<file path="src/rtl/sgcr_pkg.sv">
// ----------------------------------------------------------------------------
// sgcr_pkg
// Shared types, codes and defaults of the screen grid cursor router.
// ----------------------------------------------------------------------------
package sgcr_pkg;

    localparam int MAX_SCREENS_DEF = 16;
    localparam int GRID_DIM_DEF    = 16;

    localparam int NUM_W = 31;
    localparam int DEN_W = 16;
    localparam int QUO_W = 16;

    localparam logic [1:0] OP_ADD    = 2'd0;
    localparam logic [1:0] OP_REMOVE = 2'd1;
    localparam logic [1:0] OP_HIT    = 2'd2;
    localparam logic [1:0] OP_MAP    = 2'd3;

    localparam logic [2:0] ST_OK       = 3'd0;
    localparam logic [2:0] ST_BAD_SIZE = 3'd1;
    localparam logic [2:0] ST_DUP      = 3'd2;
    localparam logic [2:0] ST_TAKEN    = 3'd3;
    localparam logic [2:0] ST_UNKNOWN  = 3'd4;
    localparam logic [2:0] ST_NO_NB    = 3'd5;
    localparam logic [2:0] ST_NO_EDGE  = 3'd6;
    localparam logic [2:0] ST_FULL     = 3'd7;

    localparam logic [1:0] EDGE_LEFT   = 2'd0;
    localparam logic [1:0] EDGE_RIGHT  = 2'd1;
    localparam logic [1:0] EDGE_TOP    = 2'd2;
    localparam logic [1:0] EDGE_BOTTOM = 2'd3;

    typedef struct packed {
        logic [7:0]  owner;
        logic [3:0]  scr;
        logic [3:0]  cx;
        logic [3:0]  cy;
        logic [14:0] w;
        logic [14:0] h;
    } tbl_entry_t;

    typedef enum logic [2:0] {
        S_CLEAR,
        S_IDLE,
        S_SCAN,
        S_CELL,
        S_DST,
        S_MUL,
        S_DSTART,
        S_DIV
    } state_t;

endpackage

</file>
<file path="src/rtl/sgcr_ram.sv">
// ----------------------------------------------------------------------------
// sgcr_ram
// Generic simple dual-port RAM with one write port and a registered read.
// ----------------------------------------------------------------------------
module sgcr_ram #(
    parameter int WIDTH = 8,
    parameter int DEPTH = 16
) (
    input  logic                     clk,
    input  logic                     we,
    input  logic [$clog2(DEPTH)-1:0] waddr,
    input  logic [WIDTH-1:0]         wdata,
    input  logic                     re,
    input  logic [$clog2(DEPTH)-1:0] raddr,
    output logic [WIDTH-1:0]         rdata
);

    logic [WIDTH-1:0] mem [DEPTH];
    logic [WIDTH-1:0] rdata_reg;

    always_ff @(posedge clk)
    begin
        if (we)
        begin
            mem[waddr] <= wdata;
        end
        if (re)
        begin
            rdata_reg <= mem[raddr];
        end
    end

    assign rdata = rdata_reg;

endmodule

</file>
<file path="src/rtl/sgcr_div.sv">
// ----------------------------------------------------------------------------
// sgcr_div
// Restoring divider, one quotient bit per cycle, for quotients below 2**16.
// ----------------------------------------------------------------------------
module sgcr_div
    import sgcr_pkg::*;
(
    input  logic             clk,
    input  logic             rst_n,
    input  logic             start,
    input  logic [NUM_W-1:0] num,
    input  logic [DEN_W-1:0] den,
    output logic             done,
    output logic [QUO_W-1:0] quo
);

    logic [DEN_W-1:0] rem_reg, rem_next;
    logic [QUO_W-1:0] shf_reg, shf_next;
    logic [QUO_W-1:0] quo_reg, quo_next;
    logic [4:0]       cnt_reg, cnt_next;
    logic             run_reg, run_next;
    logic             done_reg, done_next;
    logic [DEN_W:0]   trial;

    always_comb
    begin
        rem_next  = rem_reg;
        shf_next  = shf_reg;
        quo_next  = quo_reg;
        cnt_next  = cnt_reg;
        run_next  = run_reg;
        done_next = 1'b0;
        trial     = {rem_reg, shf_reg[QUO_W-1]};
        if (start)
        begin
            rem_next = {1'b0, num[NUM_W-1:QUO_W]};
            shf_next = num[QUO_W-1:0];
            quo_next = '0;
            cnt_next = 5'(QUO_W);
            run_next = 1'b1;
        end
        else if (run_reg)
        begin
            if (trial >= {1'b0, den})
            begin
                rem_next = DEN_W'(trial - {1'b0, den});
                quo_next = {quo_reg[QUO_W-2:0], 1'b1};
            end
            else
            begin
                rem_next = trial[DEN_W-1:0];
                quo_next = {quo_reg[QUO_W-2:0], 1'b0};
            end
            shf_next = {shf_reg[QUO_W-2:0], 1'b0};
            cnt_next = cnt_reg - 5'd1;
            if (cnt_reg == 5'd1)
            begin
                run_next  = 1'b0;
                done_next = 1'b1;
            end
        end
    end

    always_ff @(posedge clk or negedge rst_n)
    begin
        if (!rst_n)
        begin
            run_reg  <= 1'b0;
            done_reg <= 1'b0;
            cnt_reg  <= '0;
        end
        else
        begin
            run_reg  <= run_next;
            done_reg <= done_next;
            cnt_reg  <= cnt_next;
        end
    end

    always_ff @(posedge clk)
    begin
        rem_reg <= rem_next;
        shf_reg <= shf_next;
        quo_reg <= quo_next;
    end

    assign done = done_reg;
    assign quo  = quo_reg;

endmodule

</file>
<file path="src/rtl/screen_grid_cursor_router.sv">
// ----------------------------------------------------------------------------
// screen_grid_cursor_router
// Screen table on a grid with add, remove-owner, edge hit and edge crossing.
// ----------------------------------------------------------------------------
// A command beat is taken when start is high and busy is low; each command
// gives one result, shown for one cycle with done high, and the receiver
// cannot stall it. After reset busy stays high while the cell map is cleared.
// Every command except a bad-size add walks the screen table one entry per
// cycle; a map that crosses to a neighbour adds two memory reads and, when
// both extents exceed one, a multiply and a 16-step divider.
// ----------------------------------------------------------------------------
module screen_grid_cursor_router
    import sgcr_pkg::*;
#(
    parameter int MAX_SCREENS = MAX_SCREENS_DEF,
    parameter int GRID_DIM    = GRID_DIM_DEF
) (
    input  logic        clk,
    input  logic        rst_n,
    input  logic        start,
    output logic        busy,
    input  logic [1:0]  op,
    input  logic [7:0]  owner_id,
    input  logic [3:0]  screen_num,
    input  logic [3:0]  cell_x,
    input  logic [3:0]  cell_y,
    input  logic [14:0] width,
    input  logic [14:0] height,
    input  logic [1:0]  edge_req,
    input  logic [15:0] point_x,
    input  logic [15:0] point_y,
    output logic        done,
    output logic [2:0]  status,
    output logic [1:0]  edge_out,
    output logic [7:0]  target_owner,
    output logic [3:0]  target_screen,
    output logic [14:0] out_x,
    output logic [14:0] out_y
);

    localparam int IDX_W   = $clog2(MAX_SCREENS);
    localparam int CNT_W   = $clog2(MAX_SCREENS + 1);
    localparam int CELLS   = GRID_DIM * GRID_DIM;
    localparam int CELL_W  = $clog2(CELLS);
    localparam int CELL_DW = IDX_W + 1;
    localparam int TBL_DW  = $bits(tbl_entry_t);
    localparam logic [6:0] GRID_LIM = 7'(GRID_DIM);

    function automatic logic [CELL_W-1:0] cell_index(input logic [6:0] x, input logic [6:0] y);
        logic [13:0] a;
        a = 14'(y) * 14'(GRID_DIM) + 14'(x);
        return a[CELL_W-1:0];
    endfunction

    state_t             state_reg, state_next;
    logic [CNT_W-1:0]   scan_reg, scan_next;
    logic               chk_vld_reg, chk_vld_next;
    logic [IDX_W-1:0]   chk_idx_reg, chk_idx_next;
    logic               found_reg, found_next;
    logic               free_found_reg, free_found_next;
    logic [IDX_W-1:0]   free_idx_reg, free_idx_next;
    logic [MAX_SCREENS-1:0] valid_reg, valid_next;
    logic [CELL_W-1:0]  clr_reg, clr_next;
    logic               done_reg, done_next;

    logic [1:0]  op_reg, op_next;
    logic [7:0]  owner_reg, owner_next;
    logic [3:0]  scr_reg, scr_next;
    logic [3:0]  cx_reg, cx_next;
    logic [3:0]  cy_reg, cy_next;
    logic [14:0] w_reg, w_next;
    logic [14:0] h_reg, h_next;
    logic [1:0]  edge_reg, edge_next;
    logic [15:0] px_reg, px_next;
    logic [15:0] py_reg, py_next;
    tbl_entry_t  ent_reg, ent_next;
    logic [14:0] s_reg, s_next;
    logic [14:0] t_reg, t_next;
    logic [14:0] cc_reg, cc_next;
    logic [29:0] prod_reg, prod_next;

    logic [2:0]  status_reg, status_next;
    logic [1:0]  edge_out_reg, edge_out_next;
    logic [7:0]  tgt_owner_reg, tgt_owner_next;
    logic [3:0]  tgt_scr_reg, tgt_scr_next;
    logic [14:0] ox_reg, ox_next;
    logic [14:0] oy_reg, oy_next;

    logic               tbl_we, tbl_re;
    logic [IDX_W-1:0]   tbl_waddr, tbl_raddr;
    logic [TBL_DW-1:0]  tbl_wdata, tbl_rdata;
    tbl_entry_t         tbl_ent;

    logic               cell_we, cell_re;
    logic [CELL_W-1:0]  cell_waddr, cell_raddr;
    logic [CELL_DW-1:0] cell_wdata, cell_rdata;

    logic               div_start, div_done;
    logic [NUM_W-1:0]   div_num;
    logic [DEN_W-1:0]   div_den;
    logic [QUO_W-1:0]   div_quo;

    logic               lr;
    logic [6:0]         nx, ny;
    logic [16:0]        pxs, pys, wm1, hm1;
    logic [14:0]        src_ext, dst_ext;
    logic [15:0]        coord;
    logic [14:0]        qclamp;

    sgcr_ram #(.WIDTH(TBL_DW), .DEPTH(MAX_SCREENS)) u_tbl (
        .clk   (clk),
        .we    (tbl_we),
        .waddr (tbl_waddr),
        .wdata (tbl_wdata),
        .re    (tbl_re),
        .raddr (tbl_raddr),
        .rdata (tbl_rdata)
    );

    sgcr_ram #(.WIDTH(CELL_DW), .DEPTH(CELLS)) u_cell (
        .clk   (clk),
        .we    (cell_we),
        .waddr (cell_waddr),
        .wdata (cell_wdata),
        .re    (cell_re),
        .raddr (cell_raddr),
        .rdata (cell_rdata)
    );

    sgcr_div u_div (
        .clk   (clk),
        .rst_n (rst_n),
        .start (div_start),
        .num   (div_num),
        .den   (div_den),
        .done  (div_done),
        .quo   (div_quo)
    );

    assign tbl_ent = tbl_entry_t'(tbl_rdata);
    assign div_num = {prod_reg, 1'b0} + NUM_W'(s_reg);
    assign div_den = {s_reg, 1'b0};
    assign lr      = (edge_reg == EDGE_LEFT) || (edge_reg == EDGE_RIGHT);
    assign pxs     = {px_reg[15], px_reg};
    assign pys     = {py_reg[15], py_reg};
    assign wm1     = {2'b00, ent_reg.w} - 17'd1;
    assign hm1     = {2'b00, ent_reg.h} - 17'd1;
    assign qclamp  = (div_quo > {1'b0, t_reg}) ? t_reg : div_quo[14:0];

    always_comb
    begin
        nx = {3'b000, ent_reg.cx};
        ny = {3'b000, ent_reg.cy};
        unique case (edge_reg)
            EDGE_LEFT:   nx = {3'b000, ent_reg.cx} - 7'd1;
            EDGE_RIGHT:  nx = {3'b000, ent_reg.cx} + 7'd1;
            EDGE_TOP:    ny = {3'b000, ent_reg.cy} - 7'd1;
            EDGE_BOTTOM: ny = {3'b000, ent_reg.cy} + 7'd1;
            default:     nx = {3'b000, ent_reg.cx};
        endcase
    end

    always_comb
    begin
        state_next      = state_reg;
        scan_next       = scan_reg;
        chk_vld_next    = 1'b0;
        chk_idx_next    = chk_idx_reg;
        found_next      = found_reg;
        free_found_next = free_found_reg;
        free_idx_next   = free_idx_reg;
        valid_next      = valid_reg;
        clr_next        = clr_reg;
        done_next       = 1'b0;
        op_next         = op_reg;
        owner_next      = owner_reg;
        scr_next        = scr_reg;
        cx_next         = cx_reg;
        cy_next         = cy_reg;
        w_next          = w_reg;
        h_next          = h_reg;
        edge_next       = edge_reg;
        px_next         = px_reg;
        py_next         = py_reg;
        ent_next        = ent_reg;
        s_next          = s_reg;
        t_next          = t_reg;
        cc_next         = cc_reg;
        prod_next       = prod_reg;
        status_next     = status_reg;
        edge_out_next   = edge_out_reg;
        tgt_owner_next  = tgt_owner_reg;
        tgt_scr_next    = tgt_scr_reg;
        ox_next         = ox_reg;
        oy_next         = oy_reg;
        tbl_we          = 1'b0;
        tbl_waddr       = free_idx_reg;
        tbl_wdata       = {owner_reg, scr_reg, cx_reg, cy_reg, w_reg, h_reg};
        tbl_re          = 1'b0;
        tbl_raddr       = scan_reg[IDX_W-1:0];
        cell_we         = 1'b0;
        cell_waddr      = clr_reg;
        cell_wdata      = '0;
        cell_re         = 1'b0;
        cell_raddr      = cell_index({3'b000, cell_x}, {3'b000, cell_y});
        div_start       = 1'b0;
        src_ext         = lr ? ent_reg.h : ent_reg.w;
        dst_ext         = lr ? tbl_ent.h : tbl_ent.w;
        coord           = lr ? py_reg : px_reg;

        unique case (state_reg)
            S_CLEAR:
            begin
                cell_we  = 1'b1;
                clr_next = clr_reg + CELL_W'(1);
                if (clr_reg == CELL_W'(CELLS - 1))
                begin
                    state_next = S_IDLE;
                end
            end

            S_IDLE:
            begin
                if (start)
                begin
                    op_next         = op;
                    owner_next      = owner_id;
                    scr_next        = screen_num;
                    cx_next         = cell_x;
                    cy_next         = cell_y;
                    w_next          = width;
                    h_next          = height;
                    edge_next       = edge_req;
                    px_next         = point_x;
                    py_next         = point_y;
                    scan_next       = '0;
                    found_next      = 1'b0;
                    free_found_next = 1'b0;
                    status_next     = ST_OK;
                    edge_out_next   = EDGE_LEFT;
                    tgt_owner_next  = '0;
                    tgt_scr_next    = '0;
                    ox_next         = '0;
                    oy_next         = '0;
                    if ((op == OP_ADD) && ((width == '0) || (height == '0)))
                    begin
                        status_next = ST_BAD_SIZE;
                        done_next   = 1'b1;
                    end
                    else
                    begin
                        cell_re    = (op == OP_ADD);
                        state_next = S_SCAN;
                    end
                end
            end

            S_SCAN:
            begin
                if (scan_reg < CNT_W'(MAX_SCREENS))
                begin
                    tbl_re       = 1'b1;
                    scan_next    = scan_reg + CNT_W'(1);
                    chk_vld_next = 1'b1;
                    chk_idx_next = scan_reg[IDX_W-1:0];
                end
                if (chk_vld_reg)
                begin
                    if (valid_reg[chk_idx_reg] && (tbl_ent.owner == owner_reg))
                    begin
                        if (op_reg == OP_REMOVE)
                        begin
                            valid_next[chk_idx_reg] = 1'b0;
                            cell_we    = 1'b1;
                            cell_waddr = cell_index({3'b000, tbl_ent.cx},
                                                    {3'b000, tbl_ent.cy});
                        end
                        else if (tbl_ent.scr == scr_reg)
                        begin
                            found_next = 1'b1;
                            ent_next   = tbl_ent;
                        end
                    end
                    if (!valid_reg[chk_idx_reg] && !free_found_reg)
                    begin
                        free_found_next = 1'b1;
                        free_idx_next   = chk_idx_reg;
                    end
                end
                else if (scan_reg == CNT_W'(MAX_SCREENS))
                begin
                    state_next = S_IDLE;
                    done_next  = 1'b1;
                    case (op_reg)
                        OP_ADD:
                        begin
                            if (found_reg)
                            begin
                                status_next = ST_DUP;
                            end
                            else if (({3'b000, cx_reg} >= GRID_LIM) ||
                                     ({3'b000, cy_reg} >= GRID_LIM) ||
                                     cell_rdata[IDX_W])
                            begin
                                status_next = ST_TAKEN;
                            end
                            else if (!free_found_reg)
                            begin
                                status_next = ST_FULL;
                            end
                            else
                            begin
                                tbl_we     = 1'b1;
                                cell_we    = 1'b1;
                                cell_waddr = cell_index({3'b000, cx_reg}, {3'b000, cy_reg});
                                cell_wdata = {1'b1, free_idx_reg};
                                valid_next[free_idx_reg] = 1'b1;
                            end
                        end
                        OP_HIT:
                        begin
                            if (!found_reg)
                            begin
                                status_next = ST_UNKNOWN;
                            end
                            else if ($signed(pxs) <= 17'sd0)
                            begin
                                edge_out_next = EDGE_LEFT;
                            end
                            else if ($signed(pxs) >= $signed(wm1))
                            begin
                                edge_out_next = EDGE_RIGHT;
                            end
                            else if ($signed(pys) <= 17'sd0)
                            begin
                                edge_out_next = EDGE_TOP;
                            end
                            else if ($signed(pys) >= $signed(hm1))
                            begin
                                edge_out_next = EDGE_BOTTOM;
                            end
                            else
                            begin
                                status_next = ST_NO_EDGE;
                            end
                        end
                        OP_MAP:
                        begin
                            if (!found_reg)
                            begin
                                status_next = ST_UNKNOWN;
                            end
                            else if ((nx >= GRID_LIM) || (ny >= GRID_LIM))
                            begin
                                status_next = ST_NO_NB;
                            end
                            else
                            begin
                                cell_re    = 1'b1;
                                cell_raddr = cell_index(nx, ny);
                                done_next  = 1'b0;
                                state_next = S_CELL;
                            end
                        end
                        default:
                        begin
                            status_next = ST_OK;
                        end
                    endcase
                end
            end

            S_CELL:
            begin
                if (!cell_rdata[IDX_W] ||
                    (CNT_W'(cell_rdata[IDX_W-1:0]) >= CNT_W'(MAX_SCREENS)) ||
                    !valid_reg[cell_rdata[IDX_W-1:0]])
                begin
                    status_next = ST_NO_NB;
                    done_next   = 1'b1;
                    state_next  = S_IDLE;
                end
                else
                begin
                    tbl_re     = 1'b1;
                    tbl_raddr  = cell_rdata[IDX_W-1:0];
                    state_next = S_DST;
                end
            end

            S_DST:
            begin
                tgt_owner_next = tbl_ent.owner;
                tgt_scr_next   = tbl_ent.scr;
                case (edge_reg)
                    EDGE_LEFT:  ox_next = tbl_ent.w - 15'd1;
                    EDGE_TOP:   oy_next = tbl_ent.h - 15'd1;
                    default:    ox_next = ox_reg;
                endcase
                s_next = src_ext - 15'd1;
                t_next = dst_ext - 15'd1;
                if (coord[15])
                begin
                    cc_next = '0;
                end
                else if (coord[14:0] > (src_ext - 15'd1))
                begin
                    cc_next = src_ext - 15'd1;
                end
                else
                begin
                    cc_next = coord[14:0];
                end
                if ((src_ext <= 15'd1) || (dst_ext <= 15'd1))
                begin
                    done_next  = 1'b1;
                    state_next = S_IDLE;
                end
                else
                begin
                    state_next = S_MUL;
                end
            end

            S_MUL:
            begin
                prod_next  = cc_reg * t_reg;
                state_next = S_DSTART;
            end

            S_DSTART:
            begin
                div_start  = 1'b1;
                state_next = S_DIV;
            end

            S_DIV:
            begin
                if (div_done)
                begin
                    if (lr)
                    begin
                        oy_next = qclamp;
                    end
                    else
                    begin
                        ox_next = qclamp;
                    end
                    done_next  = 1'b1;
                    state_next = S_IDLE;
                end
            end

            default:
            begin
                state_next = S_IDLE;
            end
        endcase
    end

    always_ff @(posedge clk or negedge rst_n)
    begin
        if (!rst_n)
        begin
            state_reg      <= S_CLEAR;
            clr_reg        <= '0;
            valid_reg      <= '0;
            done_reg       <= 1'b0;
            chk_vld_reg    <= 1'b0;
            scan_reg       <= '0;
            found_reg      <= 1'b0;
            free_found_reg <= 1'b0;
        end
        else
        begin
            state_reg      <= state_next;
            clr_reg        <= clr_next;
            valid_reg      <= valid_next;
            done_reg       <= done_next;
            chk_vld_reg    <= chk_vld_next;
            scan_reg       <= scan_next;
            found_reg      <= found_next;
            free_found_reg <= free_found_next;
        end
    end

    always_ff @(posedge clk)
    begin
        chk_idx_reg   <= chk_idx_next;
        free_idx_reg  <= free_idx_next;
        op_reg        <= op_next;
        owner_reg     <= owner_next;
        scr_reg       <= scr_next;
        cx_reg        <= cx_next;
        cy_reg        <= cy_next;
        w_reg         <= w_next;
        h_reg         <= h_next;
        edge_reg      <= edge_next;
        px_reg        <= px_next;
        py_reg        <= py_next;
        ent_reg       <= ent_next;
        s_reg         <= s_next;
        t_reg         <= t_next;
        cc_reg        <= cc_next;
        prod_reg      <= prod_next;
        status_reg    <= status_next;
        edge_out_reg  <= edge_out_next;
        tgt_owner_reg <= tgt_owner_next;
        tgt_scr_reg   <= tgt_scr_next;
        ox_reg        <= ox_next;
        oy_reg        <= oy_next;
    end

    assign busy          = (state_reg != S_IDLE);
    assign done          = done_reg;
    assign status        = status_reg;
    assign edge_out      = edge_out_reg;
    assign target_owner  = tgt_owner_reg;
    assign target_screen = tgt_scr_reg;
    assign out_x         = ox_reg;
    assign out_y         = oy_reg;

endmodule
</file>
<file path="config.mk">
export PLATFORM = sky130hd
export DESIGN_NAME = screen_grid_cursor_router
export DESIGN_NICKNAME = d
export VERILOG_FILES = /design/src/rtl/sgcr_pkg.sv /design/src/rtl/sgcr_ram.sv /design/src/rtl/sgcr_div.sv /design/src/rtl/screen_grid_cursor_router.sv
export SDC_FILE = /design/constraint.sdc
export NUM_CORES = 2
export LEC_CHECK = 0
export ABC_AREA = 1
export BUFFER_PORTS_ARGS = -buffer_cell sky130_fd_sc_hd__buf_2
export CAP_MARGIN = 30
export CORE_MARGIN = 2
export CORE_UTILIZATION = 30
export CTS_CLUSTER_SIZE = 28
export DETAILED_ROUTE_END_ITERATION = 8
export MAX_ROUTING_LAYER = met4
export PLACE_DENSITY_LB_ADDON = 0.3
export SYNTH_ARGS = -nofsm -noshare
export SYNTH_HDL_FRONTEND = slang
export SYNTH_SLANG_ARGS = --single-unit
export TNS_END_PERCENT = 50
</file>
<file path="constraint.sdc">
create_clock -name clk -period 37.5 [get_ports clk]
set_clock_uncertainty 0.1 [all_clocks]
set_input_delay 3.75 -clock clk [delete_from_list [all_inputs] [get_ports clk]]
set_output_delay 3.75 -clock clk [all_outputs]
set_load 0.005 [all_outputs]
</file>
==> flow_metrics.py <==
metrics = {
    "route": {
        "detailroute.via_count": 78100,
        "post_drt_wl_per_cell_um": 21.9,
        "route.detailed.vias_per_inst": 4.99,
        "drt_pass1_iterations": 9,
        "drtAntennaViolNets": 0,
        "drt_wl_total_um": 343000,
        "drt_iter0_drc": 7649,
        "drt_drc_violations_left": 0,
    },
    "logic_synthesis": {
        "synth.net_count": 10900,
        "synthDominantAreaCellType": "edfxtp_1",
        "fraction_of_registers_with_async_set_or_reset_after_synthesis_pct": 1.73,
        "synth_top_cells_by_area": "edfxtp_1 (63%), nand2_1 (5.8%), nand3_1 (5.6%), inv_1 (3.9%), fa_1 (2.9%)",
        "synth.yosys.seq_area_share_pct": 63.9,
        "synth.cells.most_frequent": "edfxtp_1 (2,420), nand2_1 (1,787), nand3_1 (1,287)",
        "syn-instance-count": 10400,
        "synth_cell_types": 64,
        "syn-mean-instance-area_um2": 11.1,
        "ys_ff_latch": 2480,
        "most_instantiated_flip_flop_cell_in_the_synthesis_netlist": "edfxtp_1",
        "fraction_of_synthesized_cell_area_taken_by_the_top_area_cell_type_pct": 62.7,
        "yosys_warnings": 0,
        "synthMostInstantiatedCell": "edfxtp_1",
        "synthesis.area_um2": 116000,
        "post_synth_edffs": 2420,
    },
    "global_routing": {
        "gr-total-overflow": 0,
        "maximum_number_of_pins_on_one_net_before_global_route_repair": 195,
        "grt_util_all_layers_pct": 17.6,
        "antenna_found_initial": 21,
        "first_global_vias": 76500,
        "grt_first_pass_wirelength_um": 507000,
    },
    "floorplanning": {
        "initial_core_util_pct": 30.1,
        "die_x_um": 626,
        "die_height_um": 626,
        "num_io_pins": 138,
        "placeableCoreArea_um2": 385000,
        "die-area_um2": 391000,
        "fp-row-count": 228,
    },
    "timing": {
        "period_share_pct": 21.6,
        "final_max_slew_viol_count": 0,
        "layout_setup_ws_ns": 29.42,
        "rsz0062_at_grt": "false",
        "fmax_mhz": 124,
        "final_period_minus_worst_setup_slack_ns": 8.08,
        "worst-slew-pin-transition_ns": 1.13,
        "worst_slew_margin_rel_pct": 24.5,
        "hold_violations": 0,
        "setup_violation_total_in_the_final_timing_report": 0,
        "accumulated_negative_setup_slack_ns": 0,
    },
    "clock_network": {
        "clk_pin_slew_ns": 0.06,
        "clk-insertion-delay-late_ns": 0.90,
        "max-clock-path-buffers": 4,
        "postCtsSetupRepairBufs": 0,
        "htree_num_levels": 5,
        "tritoncts": "done",
        "postCtsResizedCells": 0,
        "cts_hold_repair.buffers": 0,
        "cts_inserted_buffers": 283,
        "clock-root-buffer": "clkbuf_16",
        "clkSinkCount": 2480,
    },
    "hold_path": {
        "worst_hold_depth": 2,
        "worst_hold_path_type": "register to register",
        "min_to": "u_div.quo[1]",
        "hold_path_startpoint": "u_div.quo[0]",
    },
    "power_and_ir_drop": {
        "vdd.ir_drop.worst_v": 0.000204,
        "leakagePower_nw": 48.4,
        "combinational_share_of_power_pct": 34.4,
        "netSwitchingPower_mw": 3.48,
        "internal-power_mw": 6.09,
        "netSwitchingFraction_pct": 36.3,
        "share_clk_of_total_power_pct": 28.3,
        "power.share.sequential_pct": 37.2,
        "power_density_nw_per_um2": 73.0,
    },
    "critical_path": {
        "crit_chain": "buf_2 > inv_1 > nand2_8 > nand2_8 > buf_4 > buf_4 > buf_4 > nand2_1 > nand3_1 > nand3_1 > nand3_1 > nand3_1 > nand3_1 > nand3_1 > nand3_1 > nand2_1",
        "cp_data_arrival_time_ns": 8.63,
        "worst-endpoint-required_ns": 38.05,
        "critical-path-top-delay-family": "buffers and inverters",
        "cells_on_worst_reg2reg_path": 20,
        "regToRegSetupSlack_ns": 30.53,
        "cp_num_cells": 16,
        "end_kind": "register",
        "critical_path.most_common_cell": "nand3_1",
        "critical_path_buf_inv_count": 5,
        "crit_path_top_delay_cell": "buf_4",
        "worst_path_largest_cell_delay_ns": 0.82,
        "timing.critical_path.from_type": "input pin",
        "crit_type": "input pin to register",
        "critical_path.reg2reg.startpoint": "edge_reg[1]",
        "worst_r2r_endpoint": "u_cell.rdata[0]",
        "crit_fanout": 102,
    },
    "placement": {
        "numPlacedInstances": 15100,
        "io_buffer_count": 137,
        "hpwl_after_detailed_placement_um": 201000,
        "gp_congestion": 0.863,
        "post_dp_cell_area_um2": 122000,
        "preCtsSetupSlack_ns": 28.52,
    },
    "run": {
        "max_cap_violations": 0,
    },
    "cells_and_area": {
        "finish.instance_area_um2": 131000,
        "area_growth_syn_to_layout_pct": 13.1,
        "design.final.nets": 10800,
        "largest_register_ff_count": 1280,
        "fillerInstances": 38300,
        "final_layout_size_suffix_gt1_share_pct": 7.58,
        "final-instance-count-excl-fill": 15700,
        "final_util_pct": 34.1,
    },
    "status": {
        "status": "finished clean",
    },
}
==> final cells by class <==
cell class | count | area, µm² | area share, %
flip-flops and latches | 2480 | 74100 | 56.5
diodes | 10 | 25.0 | 0.0191
clock buffers | 361 | 7620 | 5.81
multi-input cells | 6119 | 35100 | 26.8
clock inverters | 151 | 1340 | 1.02
inverters | 1203 | 4540 | 3.46
repair buffers | 268 | 2080 | 1.59
well taps | 5060 | 6330 | 4.83
==> metrics by stage <==
stage | hold WS [ns] | power [mW]
2_1_floorplan | 0.321 | 5.88
3_3_place_gp | 0.349 | 6.93
3_5_place_dp | 0.354 | 6.94
4_1_cts | 0.367 | 9.67
5_1_grt | 0.394 | 10.2
6_report | 0.361 | 9.57
==> metal layers <==
layer	up-vias	global-route usage, %	part of all wire, %
met5	-	-	0
met4	0	5.53	3.2
met3	594	2.02	5.8
met2	2519	28.0	47
met1	39000	23.4	44
li1	36000	-	-
==> kinds of logic (layout without fill, tap and decap cells) <==
kind of cell               Yosys count  in the layout  synth area share, %
buffers and inverters             1803           1983                 6.10
muxes                                1              1              0.00863
other                                0             10                    0
adders and majority gates          375            375                 5.15
AOI/OAI and AO/OA                 1275           1275                 6.78
DFF                               2480           2480                 63.9
and+or+nand+nor                   4329           4329                 17.0
xor gates and xnor gates           139            139                 1.05
==> worst max path at each step <==
stage / slack [ns] / end / start
after global routing: 29.11 / u_cell.rdata[1] / cell_x[0]
final: 29.42 / u_cell.rdata[0] / cell_x[0]
after CTS: 29.50 / u_cell.rdata[0] / cell_x[0]
after global placement: 28.37 / u_cell.rdata[1] / cell_x[0]
after floorplan: 22.40 / u_cell.mem[0][0] / scan_reg[0]
after detailed placement: 28.52 / u_cell.rdata[0] / cell_x[0]
==> worst reg2reg max path: stages (launching register included) <==
cell	delay, ns
edfxtp_1	0.35
buf_4	0.26
inv_2	0.56
nand3_1	0.20
o21ai_1	0.30
nor2_2	0.14
nand2_4	0.23
nand2_8	0.48
nand2_8	0.70
buf_4	0.78
buf_4	0.84
buf_4	0.69
nand2_1	0.12
nand3_1	0.10
nand3_1	0.11
nand3_1	0.11
nand3_1	0.11
nand3_1	0.22
nand3_1	0.12
nand3_1	0.12
nand2_1	0.07
==> cell usage in the layout, fill, tap and decap left out, types with 10 or more instances in the layout <==
cell	n
nor3_1	38
nand4_1	22
a211oi_1	14
buf_12	21
clkinv_1	68
nor4_1	22
or2_2	58
nor2_4	23
o22ai_1	14
xor2_1	92
nand2_1	1784
fa_1	170
o211ai_1	288
ha_1	205
dfrtp_1	43
o221ai_1	54
nor2_1	689
clkinv_2	37
clkbuf_1	65
edfxtp_1	2420
a21oi_1	143
buf_4	101
o21bai_1	103
bufinv_16	16
nand3_2	19
a31oi_1	11
buf_2	137
o21ai_0	559
xnor2_1	47
inv_1	1187
clkinvlp_4	16
nand3b_1	358
diode_2	10
a22oi_1	16
nand3_1	1281
clkbuf_16	293
dfxtp_1	17
o21ai_1	12
==> power by group through the flow <==
stage          sequential [mW]  combinational, mW  clock, mW
6_report                  3.56               3.30       2.71
5_1_grt                   3.58               3.76       2.86
4_1_cts                   3.56               3.35       2.76
3_5_place_dp              3.62               3.33          0
3_3_place_gp              3.62               3.31          0
2_1_floorplan             3.51               2.37          0
No activity file was read; power rests on OpenSTA's default activity.
